**src/hw/rtl/rde_pkg.sv**
```systemverilog
`timescale 1ns / 1ps
// ----------------------------------------------------------------------------
// rde_pkg
// Shared constants for the radix digit emitter.
// ----------------------------------------------------------------------------
package rde_pkg;

  localparam int VALUE_BITS  = 32;  // width of the signed input value
  localparam int MAX_SYMBOLS = 64;  // largest alphabet the sweep will scan
  localparam int WORD_COUNT  = 8;   // symbol configuration words
  localparam int CFG_W       = 64;  // width of one symbol word
  localparam int CHAR_W      = 8;   // one symbol byte

  localparam int CFG_IDX_W  = $clog2(WORD_COUNT);
  localparam int SYM_ADDR_W = $clog2(WORD_COUNT * (CFG_W / CHAR_W));
  localparam int DIGIT_W    = SYM_ADDR_W;
  localparam int BASE_W     = $clog2(MAX_SYMBOLS + 1);
  localparam int BIT_CNT_W  = $clog2(VALUE_BITS);
  localparam int NDIG_W     = $clog2(VALUE_BITS + 1);

  localparam logic [CHAR_W-1:0] CH_PLUS  = 8'h2B;
  localparam logic [CHAR_W-1:0] CH_MINUS = 8'h2D;
  localparam logic [CHAR_W-1:0] CH_END   = 8'h00;

endpackage

```
**src/hw/rtl/radix_digit_emitter.sv**
```systemverilog
`timescale 1ns / 1ps
// ----------------------------------------------------------------------------
// radix_digit_emitter
// Prints a signed value as text in a base set by a configurable alphabet.
// ----------------------------------------------------------------------------
// Each accepted value word produces its text one character word at a time,
// most significant digit first, with a leading '-' for negative values and
// last set on the final character. The alphabet lives in eight 64-bit symbol
// words, one byte per symbol; the base is the count of bytes before the first
// zero byte (64 if none). An alphabet with fewer than two symbols, a repeated
// symbol, '+' or '-' is invalid, and a value taken under it produces no
// output. The block handles one value at a time. After any configuration
// write, the first value runs an alphabet check that reads one symbol per
// cycle up to the first zero byte (at most 64 symbols); the result is
// kept until the next write. Digits come from a bit-serial restoring
// divider that retires one quotient bit per cycle and steps through every
// bit of the value for each digit; all digits are found before the first
// character is emitted, and characters then leave one per cycle while the
// output side keeps up. Configuration may only be written while the block
// is idle.
// ----------------------------------------------------------------------------
module radix_digit_emitter
  import rde_pkg::*;
(
  input  logic                        clk,
  input  logic                        rst,
  // configuration write port
  input  logic                        cfg_write,
  input  logic [CFG_IDX_W-1:0]        cfg_index,
  input  logic [CFG_W-1:0]            cfg_data,
  // value channel
  input  logic                        value_valid,
  output logic                        value_stall,
  input  logic signed [VALUE_BITS-1:0] value,
  // character channel
  output logic                        result_valid,
  input  logic                        result_stall,
  output logic [CHAR_W-1:0]           character,
  output logic                        last
);

  typedef enum logic [1:0] {
    ST_IDLE,
    ST_CHECK,
    ST_DIVIDE,
    ST_EMIT
  } state_t;

  state_t state;

  // symbol words as written through the configuration port
  logic [CFG_W-1:0] symbols [WORD_COUNT];

  // alphabet check results, kept until the next configuration write
  logic                  dirty;
  logic                  alph_ok;
  logic [BASE_W-1:0]     base;

  // alphabet sweep
  logic [SYM_ADDR_W-1:0] idx;
  logic                  bad;
  logic [255:0]          seen;

  // divider and digit stack
  logic                  neg;
  logic [VALUE_BITS-1:0] mag;
  logic [DIGIT_W-1:0]    rem;
  logic [BIT_CNT_W-1:0]  bitcnt;
  logic                  qnz;
  logic [DIGIT_W-1:0]    digits [VALUE_BITS];
  logic [NDIG_W-1:0]     ndig;

  // single symbol read port shared by the sweep and the emitter
  logic [SYM_ADDR_W-1:0] rd_addr;
  logic [CHAR_W-1:0]     sym_rd;

  logic [VALUE_BITS-1:0] value_mag;
  logic [BASE_W-1:0]     trial;
  logic [BASE_W-1:0]     diff;
  logic                  ge;
  logic [DIGIT_W-1:0]    rem_new;
  logic                  sym_bad;
  logic                  end_hit;
  logic                  at_top;
  logic                  out_free;

  assign rd_addr = (state == ST_CHECK) ? idx : digits[0];
  assign sym_rd  = symbols[rd_addr[SYM_ADDR_W-1:3]][{rd_addr[2:0], 3'b000} +: CHAR_W];

  // magnitude at full width: the most negative value maps to 2^(n-1) unsigned
  assign value_mag = value[VALUE_BITS-1] ? (~value + 1'b1) : value;

  // one restoring-division step: bring in the next dividend bit
  assign trial   = {rem, mag[VALUE_BITS-1]};
  assign ge      = (trial >= base);
  assign diff    = trial - base;
  assign rem_new = ge ? diff[DIGIT_W-1:0] : trial[DIGIT_W-1:0];

  // alphabet sweep decode for the symbol under the index
  assign end_hit = (sym_rd == CH_END);
  assign at_top  = (idx == SYM_ADDR_W'(MAX_SYMBOLS - 1));
  assign sym_bad = (sym_rd == CH_PLUS) || (sym_rd == CH_MINUS) || seen[sym_rd];

  assign out_free    = !result_valid || !result_stall;
  assign value_stall = (state != ST_IDLE);

  always_ff @(posedge clk) begin
    if (rst) begin
      state        <= ST_IDLE;
      dirty        <= 1'b1;
      alph_ok      <= 1'b0;
      base         <= '0;
      result_valid <= 1'b0;
      ndig         <= '0;
      neg          <= 1'b0;
      for (int w = 0; w < WORD_COUNT; w++) begin
        symbols[w] <= '0;
      end
    end else begin
      if (cfg_write) begin
        symbols[cfg_index] <= cfg_data;
        dirty              <= 1'b1;
      end

      // drop the word once the consumer takes it; while emitting, the
      // emitter loads the next word itself
      if (result_valid && !result_stall && (state != ST_EMIT)) begin
        result_valid <= 1'b0;
      end

      unique case (state)
        ST_IDLE: begin
          if (value_valid) begin
            neg    <= value[VALUE_BITS-1];
            mag    <= value_mag;
            seen   <= '0;
            idx    <= '0;
            bad    <= 1'b0;
            ndig   <= '0;
            rem    <= '0;
            bitcnt <= '0;
            qnz    <= 1'b0;
            if (dirty) begin
              state <= ST_CHECK;
            end else if (alph_ok) begin
              state <= ST_DIVIDE;
            end
          end
        end

        ST_CHECK: begin
          if (end_hit) begin
            // alphabet ends here; length is the current index
            base    <= BASE_W'(idx);
            alph_ok <= !bad && (idx >= SYM_ADDR_W'(2));
            dirty   <= 1'b0;
            state   <= (!bad && (idx >= SYM_ADDR_W'(2))) ? ST_DIVIDE : ST_IDLE;
          end else begin
            seen[sym_rd] <= 1'b1;
            bad          <= bad | sym_bad;
            if (at_top) begin
              base    <= BASE_W'(MAX_SYMBOLS);
              alph_ok <= !(bad | sym_bad);
              dirty   <= 1'b0;
              state   <= (bad | sym_bad) ? ST_IDLE : ST_DIVIDE;
            end else begin
              idx <= idx + 1'b1;
            end
          end
        end

        ST_DIVIDE: begin
          mag <= {mag[VALUE_BITS-2:0], ge};
          if (bitcnt == BIT_CNT_W'(VALUE_BITS - 1)) begin
            // remainder is the next digit; push it, low digits sink deeper
            digits[0] <= rem_new;
            for (int i = 1; i < VALUE_BITS; i++) begin
              digits[i] <= digits[i-1];
            end
            ndig   <= ndig + 1'b1;
            rem    <= '0;
            bitcnt <= '0;
            qnz    <= 1'b0;
            if (!(qnz || ge)) begin
              state <= ST_EMIT;
            end
          end else begin
            rem    <= rem_new;
            bitcnt <= bitcnt + 1'b1;
            qnz    <= qnz | ge;
          end
        end

        ST_EMIT: begin
          if (out_free) begin
            result_valid <= 1'b1;
            if (neg) begin
              character <= CH_MINUS;
              last      <= 1'b0;
              neg       <= 1'b0;
            end else begin
              // top of stack is the most significant digit left
              character <= sym_rd;
              last      <= (ndig == NDIG_W'(1));
              for (int i = 0; i < VALUE_BITS - 1; i++) begin
                digits[i] <= digits[i+1];
              end
              ndig <= ndig - 1'b1;
              if (ndig == NDIG_W'(1)) begin
                state <= ST_IDLE;
              end
            end
          end
        end

        default: begin
          state <= ST_IDLE;
        end
      endcase
    end
  end

  // --------------------------------------------------------------------------
  // Assertions
  // --------------------------------------------------------------------------
  a_divide_base_ok: assert property (@(posedge clk) disable iff (rst)
    (state == ST_DIVIDE) |-> (alph_ok && (base >= BASE_W'(2))))
    else $error("divider running without a valid base");

  a_rem_below_base: assert property (@(posedge clk) disable iff (rst)
    (state == ST_DIVIDE) |-> (BASE_W'(rem) < base))
    else $error("partial remainder reached the base");

  a_stack_depth: assert property (@(posedge clk) disable iff (rst)
    ndig <= NDIG_W'(VALUE_BITS))
    else $error("digit stack overflow");

  a_emit_has_digit: assert property (@(posedge clk) disable iff (rst)
    (state == ST_EMIT) |-> (ndig != '0))
    else $error("emitting with an empty digit stack");

  a_last_ends_text: assert property (@(posedge clk) disable iff (rst)
    (result_valid && !result_stall && last) |=> !result_valid)
    else $error("character word follows the last one too soon");

endmodule
```
**config.mk**
```make
export PLATFORM = sky130hd
export DESIGN_NAME = radix_digit_emitter
export DESIGN_NICKNAME = d
export VERILOG_FILES = /design/src/hw/rtl/rde_pkg.sv /design/src/hw/rtl/radix_digit_emitter.sv
export SDC_FILE = /design/constraint.sdc
export NUM_CORES = 2
export LEC_CHECK = 0
export BUFFER_PORTS_ARGS = -buffer_cell sky130_fd_sc_hd__buf_2
export CAP_MARGIN = 20
export CELL_PAD_IN_SITES_DETAIL_PLACEMENT = 1
export CELL_PAD_IN_SITES_GLOBAL_PLACEMENT = 2
export CORE_MARGIN = 2
export CORE_UTILIZATION = 44
export CTS_CLUSTER_DIAMETER = 150
export DETAILED_ROUTE_END_ITERATION = 10
export PLACE_DENSITY = 0.84
export SLEW_MARGIN = 40
export SYNTH_ARGS = -nofsm -noshare
export SYNTH_HDL_FRONTEND = slang
export SYNTH_SLANG_ARGS = --single-unit
```
**constraint.sdc**
```tcl
create_clock -name clk -period 49.8 [get_ports clk]
set_clock_uncertainty 0.15 [all_clocks]
set_input_delay 2.49 -clock clk [delete_from_list [all_inputs] [get_ports clk]]
set_output_delay 2.49 -clock clk [all_outputs]
set_load 0.1 [all_outputs]
```
==> results.sh <==
export IMPL_vdd_drop_max_v=0.0000397
export IMPL_critPathMaxFanout=67
export IMPL_report_final_slew_viol_count=0
export IMPL_ctsRootBufferMaster="clkbuf_16"
export IMPL_firstDrtPassIters=5
export IMPL_min_path_type="reg -> reg"
export IMPL_crit_arrival_ns=8.33
export IMPL_critPathKind="reg -> reg"
export IMPL_dp_final_hpwl_microns=91000
export IMPL_setup_viol=0
export IMPL_synth_seq_area_share_pct=61.5
export IMPL_drv_cap=0
export IMPL_num_vias=34600
export IMPL_r2r_start="digits[0][3]"
export IMPL_grt_pass1_vias=35900
export IMPL_gp_congestion=0.821
export IMPL_ys_top_cells_by_count="edfxtp_1 (1020), nand2_1 (596), and2_1 (521), nor2_1 (367), a21oi_1 (329)"
export IMPL_antenna_found_initial=17
export IMPL_synth_cell_type_count=101
export IMPL_ant_nets=0
export IMPL_initial_core_util_pct=44.2
export IMPL_regArea_sq_um=31000
export IMPL_yosysWarnings=0
export IMPL_required_ns=50.22
export IMPL_netlist_area_sq_um=50400
export IMPL_syn_mean_instance_area_sq_um=11.9
export IMPL_critPathLaunchType="register"
export IMPL_cts_hold_buffers=0
export IMPL_grt_pass1_wl_microns=231000
export IMPL_grt_start_max_net_pins=109
export IMPL_period_share_pct=15.9
export IMPL_async_flop_share_pct=0
export IMPL_min_from="digits[1][84]"
export IMPL_rsz0062_at_grt="no"
export IMPL_ys_flop_type="edfxtp_1"
export IMPL_die_h_microns=342
export IMPL_hold_viol=0
export IMPL_fmax_mhz=126
export IMPL_portBuffers=114
export IMPL_gr_total_overflow=0
export IMPL_syn_num_nets=4360
export IMPL_yosysMostFrequentCell="edfxtp_1"
export IMPL_postSynthCellCount=4240
export IMPL_fin_tns_setup_ns=0
export IMPL_cts_resized=0
export IMPL_max_slew_margin_rel_pct=42.5
export IMPL_worstMarginPinSlew_ns=0.862
export IMPL_io_pins=115
export IMPL_nets=4374
export IMPL_fin_crit_ns=7.91
export IMPL_multi_input_area_sq_um=17900
export IMPL_placed_cells=5647
export IMPL_cts_setup_buffers=0
export IMPL_synth_edf_count=1020
export IMPL_clk_path_buf_depth=3
export IMPL_dieArea_sq_um=117000
export IMPL_cts_buffers=113
export IMPL_first_iter_violations=3328
export IMPL_p_leak_uw=0.0196
export IMPL_yosysTopAreaCellShare_pct=60.8
export IMPL_ys_top_cells_by_area="edfxtp_1 (61%), and2_1 (6.5%), nand2_1 (4.4%)"
export IMPL_core_sq_um=114000
export IMPL_layout_drive_gt1_share_pct=13.9
export IMPL_syn2layout_area_growth_pct=11.3
export IMPL_path_clk_slew_ns=0.06
export IMPL_cts_tree="done"
export IMPL_rows=124
export IMPL_n_fill_cell=11800
export IMPL_drc=0
export IMPL_clkSinkCount=1039
export IMPL_wire_per_inst_microns=26.1
export IMPL_drt_total_wl_microns=153000
export IMPL_startpoint="digits[0][3]"
export IMPL_synth_seq_cells=1039
export IMPL_cp_end_kind="register"
export IMPL_power_density_nw_per_um2=51.8
export IMPL_status="complete, no violations"
export IMPL_cts_htree_levels=3
export IMPL_via_per_inst=5.91
export IMPL_track_usage_pct=25.9
export IMPL_dieWidth_microns=342
export IMPL_final_cell_count_no_fill=5860
export IMPL_yosysTopAreaCell="edfxtp_1"
export IMPL_clock_latency_ns=0.73
[metal layers]
layer  global-route usage (%)  up-vias  routed length (microns)
met5                        0        -                       89
met4                     8.57       14                     4530
met3                     3.52      280                     9040
met2                     43.9     1126                    76300
met1                     34.4    17700                    63200
li1                         -    15500                        -
[final timing paths]
path	slack (ns)	endpoint	depth (start not counted)
worst max register to register	41.89	state[1]	16
worst min-delay path	0.30	digits[1][90]	0
worst max-delay path	41.89	state[1]	16
worst min register to register	0.30	digits[1][90]	0
[flip-flops by register name (all words and copies together) (netlist names), 2 cells and up]
name	count
base	7
bitcnt	5
character	8
digits	192
idx	6
mag	32
ndig	6
rem	6
seen	256
state	2
symbols	512
[cell usage in the layout (no fill, tap or decap), drive strengths merged, types with 10 or more instances in the layout]
cell	netlist	routed
and2	522	522
clkbuf	209	136
or2	15	15
mux2i	152	152
o211ai	29	29
mux2	92	92
buf	108	215
a311oi	29	29
nand3	46	46
o31ai	13	13
o21ai	101	101
a21oi	330	330
nor2	367	367
o22ai	10	10
a211oi	54	54
a31oi	42	42
xor2	35	35
nand2	597	597
ha	15	15
nor3	45	45
nor4	11	11
inv	48	53
nand2b	12	12
a2111oi	24	24
clkinv	0	55
o41ai	12	12
and3	24	24
a21boi	22	22
a32oi	11	11
o211a	19	19
dfxtp	19	19
edfxtp	1020	1020
mux4	46	46
a21o	10	10
a22oi	16	16
[final cells by class]
| class | instances | share of cell area (%) |
|---|---|---|
| sequential | 1039 | 55.3 |
| multi-input combinational | 2836 | 32.0 |
| clock buffer | 135 | 5.19 |
| inverter | 48 | 0.321 |
| timing repair buffer | 216 | 2.72 |
| tap | 1512 | 3.37 |
| antenna | 3 | 0.0134 |
| clock inverter | 71 | 1.04 |
[critical path, cell delays in order (launching register included)]
cell       delay [ns]
edfxtp_1         0.32
buf_4            0.52
inv_2            0.44
o21ai_4          0.37
buf_6            0.54
mux4_1           0.64
a22o_1           0.29
a211oi_1         0.48
a311o_1          0.41
nand2_1          0.53
nand2b_1         0.84
a311oi_1         0.16
o41ai_2          0.51
nand4_1          0.26
a2111oi_4        0.64
a31oi_1          0.18
nor3_1           0.42
[metrics by stage]
step	utilization [%]	hold WS (ns)	worst slack, ns	total power (uW)	instance area (sq um)
6_report	49.2	0.298	41.89	2910	56100
5_1_grt	49.2	0.312	41.56	3030	56100
4_1_cts	49.1	0.303	41.32	2910	55900
3_5_place_dp	46.1	0.288	41.39	2100	52400
3_3_place_gp	45.9	0.275	41.24	2070	52200
2_1_floorplan	-	0.272	3.68	1810	50400
[kinds of logic after synthesis]
family                   Yosys count  share of synthesized area [%]
AND/OR/NAND/NOR                 1688                           16.2
adder cells (fa/ha/maj)           16                          0.412
AO/OA/AOI/OAI                    799                           10.5
buffers and inverters            365                           3.44
multiplexers                     290                           7.18
flip-flops                      1039                           61.5
XOR/XNOR                          43                          0.747
[where the power goes]
part / internal (uW) / switching [uW] / total [uW] / leakage (uW)
Combinational: 278 / 678 / 956 / 0.00833
Clock: 448 / 364 / 812 / 0.00170
Sequential: 1090 / 50.9 / 1140 / 0.00957
Total: 1810 / 1090 / 2910 / 0.0196
No activity file was read; power rests on OpenSTA's default activity.
